==> config.mk <==
export PLATFORM = sky130hd
export DESIGN_NAME = run_blob_bounding_box_tracker_top
export DESIGN_NICKNAME = d
export VERILOG_FILES = /design/src/sv/rbbt_pkg.sv /design/src/sv/run_blob_bounding_box_tracker_top.sv /design/src/sv/rbbt_ctrl.sv /design/src/sv/rbbt_datapath.sv
export VERILOG_INCLUDE_DIRS = /design/src /design/src/sv
export SDC_FILE = /design/constraint.sdc
export NUM_CORES = 2
export LEC_CHECK = 0
export ABC_AREA = 1
export BUFFER_PORTS_ARGS = -buffer_cell sky130_fd_sc_hd__buf_2
export CAP_MARGIN = 20
export CELL_PAD_IN_SITES_DETAIL_PLACEMENT = 2
export CELL_PAD_IN_SITES_GLOBAL_PLACEMENT = 2
export CORE_MARGIN = 3
export CORE_UTILIZATION = 39
export CTS_CLUSTER_SIZE = 25
export DETAILED_ROUTE_END_ITERATION = 16
export PLACE_DENSITY_LB_ADDON = 0.2
export SLEW_MARGIN = 20
export SYNTH_ARGS = -nofsm -noshare
export SYNTH_HDL_FRONTEND = slang
export SYNTH_SLANG_ARGS = --single-unit
==> constraint.sdc <==
create_clock -name clk -period 4.16 [get_ports clk]
set_input_delay 0.208 -clock clk [delete_from_list [all_inputs] [get_ports clk]]
set_output_delay 0.208 -clock clk [all_outputs]
set_load 0.02 [all_outputs]
==> src/sv/run_blob_bounding_box_tracker_top_defines.svh <==
// Assertion macros used by the blob tracker datapath.
`ifndef RUN_BLOB_BOUNDING_BOX_TRACKER_TOP_DEFINES_SVH
`define RUN_BLOB_BOUNDING_BOX_TRACKER_TOP_DEFINES_SVH

// Same-cycle implication, sampled on clk and disabled while arst_n is low.
`define RBBT_ASSERT_IMPL(lbl, ante, cons, msg) \
	lbl: assert property (@(posedge clk) disable iff (!arst_n) (ante) |-> (cons)) \
		else $error(msg);

// Next-cycle implication, sampled on clk and disabled while arst_n is low.
`define RBBT_ASSERT_NEXT(lbl, ante, cons, msg) \
	lbl: assert property (@(posedge clk) disable iff (!arst_n) (ante) |=> (cons)) \
		else $error(msg);

`endif

==> src/sv/rbbt_pkg.sv <==
// Types and constants shared by the blob tracker modules.
package rbbt_pkg;

	localparam int SLOTS      = 32;
	localparam int COORD_BITS = 12;

	typedef logic [COORD_BITS-1:0] coord_t;
	typedef logic [SLOTS-1:0]      slot_vec_t;

	typedef enum logic [1:0] {
		OP_RUN    = 2'd0,
		OP_FINISH = 2'd1,
		OP_FRAME  = 2'd2
	} opcode_t;

	typedef enum logic [1:0] {
		ST_BOX       = 2'd0,
		ST_ROW_EMPTY = 2'd1,
		ST_DROP      = 2'd2
	} status_t;

	typedef struct packed {
		opcode_t opcode;
		coord_t  row;
		coord_t  col_start;
		coord_t  col_end;
	} req_t;

	typedef struct packed {
		status_t status;
		coord_t  box_x;
		coord_t  box_y;
		coord_t  box_width;
		coord_t  box_height;
		logic    last;
	} res_t;

	// Commands from the controller to the datapath.
	typedef struct packed {
		logic load;
		logic frame;
		logic run_cmp;
		logic run_upd;
		logic fin_load;
		logic fin_emit;
	} cmd_t;

	// Status from the datapath to the controller.
	typedef struct packed {
		logic more;
	} sts_t;

endpackage

==> src/sv/run_blob_bounding_box_tracker_top.sv <==
// Top level of the run-length blob bounding-box tracker.
// Usage: drive request and raise start; a transaction is taken at the clock edge
// where start is high and busy is low. opcode selects a run (0), a finished row (1)
// or a new frame (2); opcode 3 is taken and ignored.
// Results leave on result, each valid for exactly one cycle while result_strobe is
// high; result.last marks the final result of a transaction. The receiver cannot
// stall, so results are never held back.
// Sequencing: a run occupies the block through accept, slot compare and slot update;
// a dropped run shows its status result in the cycle after the slot update. A
// finished row loads the closing slots after acceptance, then emits its closed boxes
// (or a single row-empty result if none closes), one per cycle in slot order. A new
// frame completes in its accept cycle. The run compare tests all slots in parallel,
// and the close sequencer emits one box per cycle over the 32-entry slot table.
// Reset: all slots are freed and any pending output is discarded; the block is idle
// and ready to accept once arst_n is released.
module run_blob_bounding_box_tracker_top (
	input  logic           clk,
	input  logic           arst_n,
	input  logic           start,
	output logic           busy,
	input  rbbt_pkg::req_t request,
	output rbbt_pkg::res_t result,
	output logic           result_strobe
);

	rbbt_pkg::cmd_t cmd;
	rbbt_pkg::sts_t sts;

	// Sequencing of each transaction.
	rbbt_ctrl u_ctrl (
		.clk    (clk),
		.arst_n (arst_n),
		.start  (start),
		.opcode (request.opcode),
		.sts    (sts),
		.busy   (busy),
		.cmd    (cmd)
	);

	// Slot table and result path.
	rbbt_datapath u_datapath (
		.clk           (clk),
		.arst_n        (arst_n),
		.request       (request),
		.cmd           (cmd),
		.sts           (sts),
		.result        (result),
		.result_strobe (result_strobe)
	);

endmodule

==> src/sv/rbbt_ctrl.sv <==
// Controller state machine of the blob tracker.
module rbbt_ctrl (
	input  logic              clk,
	input  logic              arst_n,
	input  logic              start,
	input  rbbt_pkg::opcode_t opcode,
	input  rbbt_pkg::sts_t    sts,
	output logic              busy,
	output rbbt_pkg::cmd_t    cmd
);

	typedef enum logic [2:0] {
		S_IDLE,
		S_RUN_CMP,
		S_RUN_UPD,
		S_FIN_LOAD,
		S_FIN_EMIT
	} state_t;

	state_t state_q;
	logic   accept;

	// A transaction is taken only while idle.
	assign accept = start && (state_q == S_IDLE);
	assign busy   = (state_q != S_IDLE);

	// Command decode from the current state.
	always_comb begin
		cmd          = '0;
		cmd.load     = accept;
		cmd.frame    = accept && (opcode == rbbt_pkg::OP_FRAME);
		cmd.run_cmp  = (state_q == S_RUN_CMP);
		cmd.run_upd  = (state_q == S_RUN_UPD);
		cmd.fin_load = (state_q == S_FIN_LOAD);
		cmd.fin_emit = (state_q == S_FIN_EMIT);
	end

	// State register. A new frame and the unused opcode finish in the accept cycle.
	always_ff @(posedge clk or negedge arst_n) begin
		if (!arst_n) begin
			state_q <= S_IDLE;
		end else begin
			case (state_q)
				S_IDLE: begin
					if (accept) begin
						case (opcode)
							rbbt_pkg::OP_RUN:    state_q <= S_RUN_CMP;
							rbbt_pkg::OP_FINISH: state_q <= S_FIN_LOAD;
							default:             state_q <= S_IDLE;
						endcase
					end
				end
				S_RUN_CMP:  state_q <= S_RUN_UPD;
				S_RUN_UPD:  state_q <= S_IDLE;
				S_FIN_LOAD: state_q <= S_FIN_EMIT;
				S_FIN_EMIT: begin
					if (!sts.more) begin
						state_q <= S_IDLE;
					end
				end
				default:    state_q <= S_IDLE;
			endcase
		end
	end

endmodule

==> src/sv/rbbt_datapath.sv <==
// Slot table, run comparison and box output datapath of the blob tracker.
`include "run_blob_bounding_box_tracker_top_defines.svh"

module rbbt_datapath (
	input  logic              clk,
	input  logic              arst_n,
	input  rbbt_pkg::req_t    request,
	input  rbbt_pkg::cmd_t    cmd,
	output rbbt_pkg::sts_t    sts,
	output rbbt_pkg::res_t    result,
	output logic              result_strobe
);

	rbbt_pkg::req_t      req_q;
	rbbt_pkg::slot_vec_t live_q;
	rbbt_pkg::slot_vec_t seen_q;
	rbbt_pkg::slot_vec_t hit_s1;
	rbbt_pkg::slot_vec_t pend_q;
	rbbt_pkg::coord_t    first_row_q [rbbt_pkg::SLOTS];
	rbbt_pkg::coord_t    left_q      [rbbt_pkg::SLOTS];
	rbbt_pkg::coord_t    right_q     [rbbt_pkg::SLOTS];
	rbbt_pkg::res_t      res_q;
	logic                strobe_q;

	rbbt_pkg::slot_vec_t hit_vec;
	rbbt_pkg::slot_vec_t free_vec;
	rbbt_pkg::slot_vec_t free_oh;
	rbbt_pkg::slot_vec_t pend_oh;
	rbbt_pkg::slot_vec_t pend_rest;
	rbbt_pkg::coord_t    sel_first;
	rbbt_pkg::coord_t    sel_left;
	rbbt_pkg::coord_t    sel_right;
	logic                any_hit;
	logic                any_free;
	logic                drop;
	rbbt_pkg::res_t      box;

	// Overlap test of the latched run against every live slot in parallel.
	always_comb begin
		for (int i = 0; i < rbbt_pkg::SLOTS; i++) begin
			hit_vec[i] = live_q[i] &&
				!((left_q[i] > req_q.col_end) || (right_q[i] < req_q.col_start));
		end
	end

	// Lowest free slot and lowest pending slot, both as one-hot vectors.
	assign free_vec  = ~live_q;
	assign free_oh   = free_vec & (~free_vec + rbbt_pkg::SLOTS'(1));
	assign pend_oh   = pend_q & (~pend_q + rbbt_pkg::SLOTS'(1));
	assign pend_rest = pend_q & ~pend_oh;
	assign any_hit   = |hit_s1;
	assign any_free  = |free_vec;
	assign drop      = cmd.run_upd && !any_hit && !any_free;
	assign sts.more  = |pend_rest;

	// Select the data of the slot being closed.
	always_comb begin
		sel_first = '0;
		sel_left  = '0;
		sel_right = '0;
		for (int i = 0; i < rbbt_pkg::SLOTS; i++) begin
			if (pend_oh[i]) begin
				sel_first = sel_first | first_row_q[i];
				sel_left  = sel_left  | left_q[i];
				sel_right = sel_right | right_q[i];
			end
		end
	end

	// Box or empty-row result for the current close step.
	always_comb begin
		box = '0;
		if (pend_q == '0) begin
			box.status = rbbt_pkg::ST_ROW_EMPTY;
			box.last   = 1'b1;
		end else begin
			box.status     = rbbt_pkg::ST_BOX;
			box.box_x      = sel_left;
			box.box_y      = sel_first;
			box.box_width  = (sel_right >= sel_left) ? (sel_right - sel_left) : '0;
			box.box_height = (req_q.row >= sel_first) ? (req_q.row - sel_first) : '0;
			box.last       = !sts.more;
		end
	end

	// Request latch, overlap register and slot coordinates.
	always_ff @(posedge clk) begin
		if (cmd.load) begin
			req_q <= request;
		end
		if (cmd.run_cmp) begin
			hit_s1 <= hit_vec;
		end
		for (int i = 0; i < rbbt_pkg::SLOTS; i++) begin
			if (cmd.run_upd) begin
				if (any_hit) begin
					if (hit_s1[i] && (left_q[i] > req_q.col_start)) begin
						left_q[i] <= req_q.col_start;
					end
					if (hit_s1[i] && (right_q[i] < req_q.col_end)) begin
						right_q[i] <= req_q.col_end;
					end
				end else if (free_oh[i]) begin
					first_row_q[i] <= req_q.row;
					left_q[i]      <= req_q.col_start;
					right_q[i]     <= req_q.col_end;
				end
			end
		end
	end

	// Live, seen and pending flags.
	always_ff @(posedge clk or negedge arst_n) begin
		if (!arst_n) begin
			live_q <= '0;
			seen_q <= '0;
			pend_q <= '0;
		end else begin
			if (cmd.frame) begin
				live_q <= '0;
				seen_q <= '0;
			end else if (cmd.run_upd) begin
				if (any_hit) begin
					seen_q <= seen_q | hit_s1;
				end else begin
					live_q <= live_q | free_oh;
					seen_q <= seen_q | free_oh;
				end
			end else if (cmd.fin_load) begin
				// Unseen live slots close now; their data stays readable while emitted.
				pend_q <= live_q & ~seen_q;
				live_q <= live_q & seen_q;
				seen_q <= '0;
			end else if (cmd.fin_emit) begin
				pend_q <= pend_rest;
			end
		end
	end

	// Result register, shown for one cycle.
	always_ff @(posedge clk or negedge arst_n) begin
		if (!arst_n) begin
			strobe_q <= 1'b0;
		end else begin
			strobe_q <= cmd.fin_emit || drop;
		end
	end

	always_ff @(posedge clk) begin
		if (cmd.fin_emit) begin
			res_q <= box;
		end else if (drop) begin
			res_q <= '{status: rbbt_pkg::ST_DROP, last: 1'b1, default: '0};
		end
	end

	assign result        = res_q;
	assign result_strobe = strobe_q;

	`RBBT_ASSERT_IMPL(a_seen_live, 1'b1, (seen_q & ~live_q) == '0, "seen mark on a free slot")
	`RBBT_ASSERT_IMPL(a_pend_freed, cmd.fin_emit, (pend_q & live_q) == '0, "closing slot still live")
	`RBBT_ASSERT_NEXT(a_fin_last, cmd.fin_emit && !sts.more, result_strobe && result.last,
		"final close step without last result")
	`RBBT_ASSERT_NEXT(a_drop_res, drop,
		result_strobe && result.last && (result.status == rbbt_pkg::ST_DROP),
		"dropped run without status result")

endmodule

==> run_summary.xml <==
<?xml version="1.0" encoding="UTF-8"?>
<metrics>
  <group name="power">
    <metric name="power_density_relative_to_cell_area" unit="nW/um^2">595</metric>
    <metric name="power_frac_clock" unit="">0.246</metric>
    <metric name="cell_internal_pwr" unit="mW">34.4</metric>
    <metric name="vdd.ir_drop.worst" unit="V">0.000510</metric>
    <metric name="leakage" unit="nW">43.2</metric>
    <metric name="power.share.switching" unit="">0.437</metric>
    <metric name="power_frac_comb" unit="">0.449</metric>
    <metric name="power.sequential.fraction" unit="">0.305</metric>
    <metric name="power_consumption" unit="mW">61.1</metric>
    <metric name="switchingPower" unit="mW">26.7</metric>
  </group>
  <group name="sta">
    <metric name="finalCritPeriodShare" unit="">1.06</metric>
    <metric name="max_slew_margin" unit="">0.238</metric>
    <metric name="setup_violations" unit="">6</metric>
    <metric name="timing.final.ws_setup" unit="ns">-0.256</metric>
    <metric name="timing_worst_slew_pin_value" unit="ns">1.14</metric>
    <metric name="setup_tns" unit="ns">-0.429</metric>
    <metric name="finalWorstPathRequiredPeriod" unit="ns">4.42</metric>
    <metric name="timing.final.hold_violations" unit="">0</metric>
    <metric name="fin_skew" unit="ns">0.0611</metric>
    <metric name="finalMaxSlewViolations" unit="">0</metric>
    <metric name="max_freq" unit="MHz">226</metric>
  </group>
  <group name="global_routing">
    <metric name="antenna_found_initial" unit="">31</metric>
    <metric name="grt_first_pass_wirelength" unit="um">632000</metric>
    <metric name="first_global_vias" unit="">85700</metric>
    <metric name="global_route_congestion_overflow_total" unit="">0</metric>
    <metric name="grt_max_degree" unit="">67</metric>
    <metric name="groute.usage.overall" unit="">0.387</metric>
  </group>
  <group name="placement">
    <metric name="place.detailed.hpwl" unit="um">325000</metric>
    <metric name="place_ws" unit="ns">-0.358</metric>
    <metric name="placedCellCount" unit="">12200</metric>
    <metric name="port_buffers" unit="">93</metric>
    <metric name="place_congestion" unit="">0.997</metric>
    <metric name="postPlaceCellArea" unit="sq um">95400</metric>
  </group>
  <group name="run_status">
    <metric name="violations" unit="">negative setup slack</metric>
    <metric name="run_status" unit="">finished with violations</metric>
  </group>
  <group name="cts">
    <metric name="ctsHtreeMaxLevel" unit="">4</metric>
    <metric name="clkTransAtPathRegs" unit="ns">0.06</metric>
    <metric name="clockBufferDepth" unit="">3</metric>
    <metric name="cts_num_sinks" unit="">1371</metric>
    <metric name="numCtsBuffers" unit="">168</metric>
    <metric name="tritoncts" unit="">done</metric>
    <metric name="insertion_delay" unit="ns">0.87</metric>
    <metric name="root_buffer_selected_by_cts" unit="">sky130_fd_sc_hd__clkbuf_16</metric>
  </group>
  <group name="floorplan">
    <metric name="placement_rows" unit="">172</metric>
    <metric name="io_pins" unit="">94</metric>
    <metric name="dieArea" unit="sq um">227000</metric>
    <metric name="placeableCoreArea" unit="sq um">220000</metric>
    <metric name="die_y" unit="um">477</metric>
    <metric name="chipWidth" unit="um">477</metric>
    <metric name="starting_density_of_the_core" unit="">0.393</metric>
  </group>
  <group name="yosys">
    <metric name="yosysTopAreaCellShare" unit="">0.441</metric>
    <metric name="yosys.cell_types.count" unit="">55</metric>
    <metric name="warning_count_from_the_yosys_run" unit="">0</metric>
    <metric name="async_flop_share" unit="">0.0729</metric>
    <metric name="ys_seq_area_frac" unit="">0.470</metric>
    <metric name="yosysTopAreaCell" unit="">sky130_fd_sc_hd__edfxtp_1</metric>
    <metric name="synthesis.nets" unit="">10300</metric>
    <metric name="synth_edf_count" unit="">1271</metric>
    <metric name="syn-cell-area" unit="sq um">86500</metric>
    <metric name="synth.area.top_cells" unit="">sky130_fd_sc_hd__edfxtp_1 44%, sky130_fd_sc_hd__ha_1 22%, sky130_fd_sc_hd__nand2_1 9.1%</metric>
    <metric name="synth-seq-cells" unit="">1371</metric>
    <metric name="avgSynthCellArea" unit="sq um">9.88</metric>
    <metric name="post_synth_top_flop" unit="">sky130_fd_sc_hd__edfxtp_1</metric>
    <metric name="synthesized_instance_count" unit="">8751</metric>
  </group>
  <group name="critical_path">
    <metric name="required_arrival_time_at_the_worst_endpoint" unit="ns">4.84</metric>
    <metric name="timing.rr.start" unit="">u_datapath.pend_q[1]</metric>
    <metric name="regToRegSetupSlack" unit="ns">-0.26</metric>
    <metric name="critical_path_peak_fanout" unit="">13</metric>
    <metric name="setup.worst_path.class" unit="">reg -&gt; reg</metric>
    <metric name="cp-end-kind" unit="">flip-flop</metric>
    <metric name="critical_path.startpoint_type" unit="">flip-flop</metric>
    <metric name="worst_path_most_repeated_cell" unit="">sky130_fd_sc_hd__buf_4</metric>
    <metric name="cp_cell_sequence" unit="">nor2_4, buf_4, buf_4, nand3_1, nor2_4, buf_12, buf_4, nand2_1, nand2_1, nor2_1, nand2_1, nor2_1, nand2_1, nor2_1, and2_4, ha_4, buf_4, a21oi_2, o21ai_0, a21oi_4, buf_4, or2_2, a21oi_1</metric>
    <metric name="cpPeakStageDelay" unit="ns">0.40</metric>
    <metric name="critical_path.reg2reg.endpoint" unit="">u_datapath.result[8]</metric>
    <metric name="worst-r2r-cell-count" unit="">23</metric>
    <metric name="crit_path_top_delay_cell" unit="">sky130_fd_sc_hd__nor2_1</metric>
    <metric name="critical-path-top-delay-family" unit="">simple AND/OR/NAND/NOR gates</metric>
    <metric name="worst_ep_arrival_time" unit="ns">5.09</metric>
    <metric name="combined_buffer_and_inverter_count_along_the_critical_path" unit="">6</metric>
  </group>
  <group name="route">
    <metric name="met3_wire_length" unit="um">36600</metric>
    <metric name="route.detailed.wl_per_inst" unit="um">36.1</metric>
    <metric name="wl_met1" unit="um">178000</metric>
    <metric name="antenna_violating_nets_post_route" unit="">0</metric>
    <metric name="dr.max_layer_used" unit="">met5</metric>
    <metric name="detail_route.vias_per_cell" unit="">6.33</metric>
    <metric name="totalWireLength" unit="um">456000</metric>
    <metric name="detailedRoute.firstPassIterationCount" unit="">6</metric>
    <metric name="first_iter_violations" unit="">8852</metric>
    <metric name="via_count" unit="">80000</metric>
    <metric name="met2_length" unit="um">210000</metric>
    <metric name="drc" unit="">0</metric>
  </group>
  <group name="min_path">
    <metric name="hold_depth" unit="">2</metric>
    <metric name="holdCritPathClass" unit="">in -&gt; reg</metric>
    <metric name="hp-start" unit="">request[32]</metric>
    <metric name="min_to" unit="">u_datapath.req_q[32]</metric>
  </group>
  <group name="final_layout">
    <metric name="final_area" unit="sq um">103000</metric>
    <metric name="drive_gt1_frac" unit="">0.128</metric>
    <metric name="final_net_count" unit="">11100</metric>
    <metric name="layout_commonest_cell" unit="">sky130_fd_sc_hd__nand2_1</metric>
    <metric name="finish.cell_count_without_fillers" unit="">12600</metric>
    <metric name="fill_cells" unit="">22800</metric>
    <metric name="area_growth_syn_to_layout" unit="%">18.9</metric>
    <metric name="highest_count_cells_in_the_layout_ignoring_fill_and_taps" unit="">2071 x sky130_fd_sc_hd__nand2_1, 1477 x sky130_fd_sc_hd__ha_1, 1271 x sky130_fd_sc_hd__edfxtp_1</metric>
  </group>
  <group name="job">
    <metric name="max-cap-violations" unit="">0</metric>
  </group>
</metrics>
final cells by class:
| class | count | area, sq um | share of cell area |
|---|---|---|---|
| Sequential cell | 1371 | 40700 | 0.396 |
| Timing Repair Buffer | 764 | 6810 | 0.0662 |
| Multi-Input combinational cell | 6704 | 44200 | 0.430 |
| Clock buffer | 220 | 4480 | 0.0436 |
| Tap cell | 2958 | 3700 | 0.0360 |
| Clock inverter | 88 | 922 | 0.00897 |
| Inverter | 518 | 2020 | 0.0197 |
| Antenna cell | 12 | 30.0 | 0.000292 |
routing by layer:
layer | global-route usage | vias to the layer above
li1 | - | 33400
met1 | 0.490 | 41300
met2 | 0.626 | 4057
met3 | 0.0595 | 1212
met4 | 0.229 | 8
met5 | 0 | -
registers in the layout, indices dropped and copies added (netlist names):
signal	count
u_datapath.live_q	32
u_datapath.req_q	36
u_datapath.hit_s1	32
u_datapath.pend_q	32
u_datapath.right_q	384
u_ctrl.state_q	3
u_datapath.result	51
u_datapath.first_row_q	384
u_datapath.result_strobe	1
u_datapath.left_q	384
u_datapath.seen_q	32
synthesized netlist by cell type, drive strengths merged, types with 41 or more instances:
cell type and count:
nand2 2105, ha 1496, edfxtp 1271, a21oi 889, nor2 612, inv 513, nand3 405, o21ai 322
nand4 226, nor3 157, dfrtp 100, o211ai 89, clkbuf 86, o21a 79, buf 73, o31ai 41
kinds of logic (layout without fill, tap and decap cells):
logic type | count (synthesis) | after routing | share of synthesized area
other | 0 | 12 | 0
flip-flops | 1371 | 1371 | 0.470
XOR/XNOR | 8 | 8 | 0.000810
AO/OA/AOI/OAI | 1633 | 1633 | 0.107
AND/OR/NAND/NOR | 3564 | 3565 | 0.174
adder cells (fa/ha/maj) | 1498 | 1498 | 0.217
buffers and inverters | 677 | 1590 | 0.0306
power groups by stage:
stage / Combinational (mW) / Sequential [mW] / Clock (mW)
final: 27.5 / 18.7 / 15.0
after global routing: 29.1 / 18.7 / 15.6
after CTS: 25.4 / 18.6 / 15.0
after detailed placement: 24.7 / 18.8 / 0
after floorplan: 11.5 / 18.7 / 0
after global placement: 23.0 / 18.8 / 0
worst max path at each step:
stage,start,to,depth (start not counted)
floorplan,u_datapath.req_q[1],u_datapath.right_q[10][0],8
global placement,u_datapath.pend_q[0],u_datapath.result[22],18
detailed placement,u_datapath.pend_q[1],u_datapath.result[4],21
CTS,u_datapath.pend_q[0],u_datapath.result[10],21
global route,u_datapath.pend_q[0],u_datapath.result[8],23
finish,u_datapath.pend_q[1],u_datapath.result[8],23
stage by stage:
stage | util | hold WS [ns]
final | 0.467 | 0.0575
after global routing | 0.467 | 0.0450
after CTS | 0.462 | 0.0120
after detailed placement | 0.433 | 0.207
after global placement | 0.433 | 0.204
after floorplan | - | -0.0876
what timing repair did:
item                       in CTS  in global routing
hold buffers                   43                  0
pin swaps                      12                 48
cloned                          1                  2
setup endpoints to repair      24                 24
gates resized for setup        68                201
hold endpoints to repair      138                  0
setup buffers                  21                 27
No activity file was read; power rests on OpenSTA's default activity.
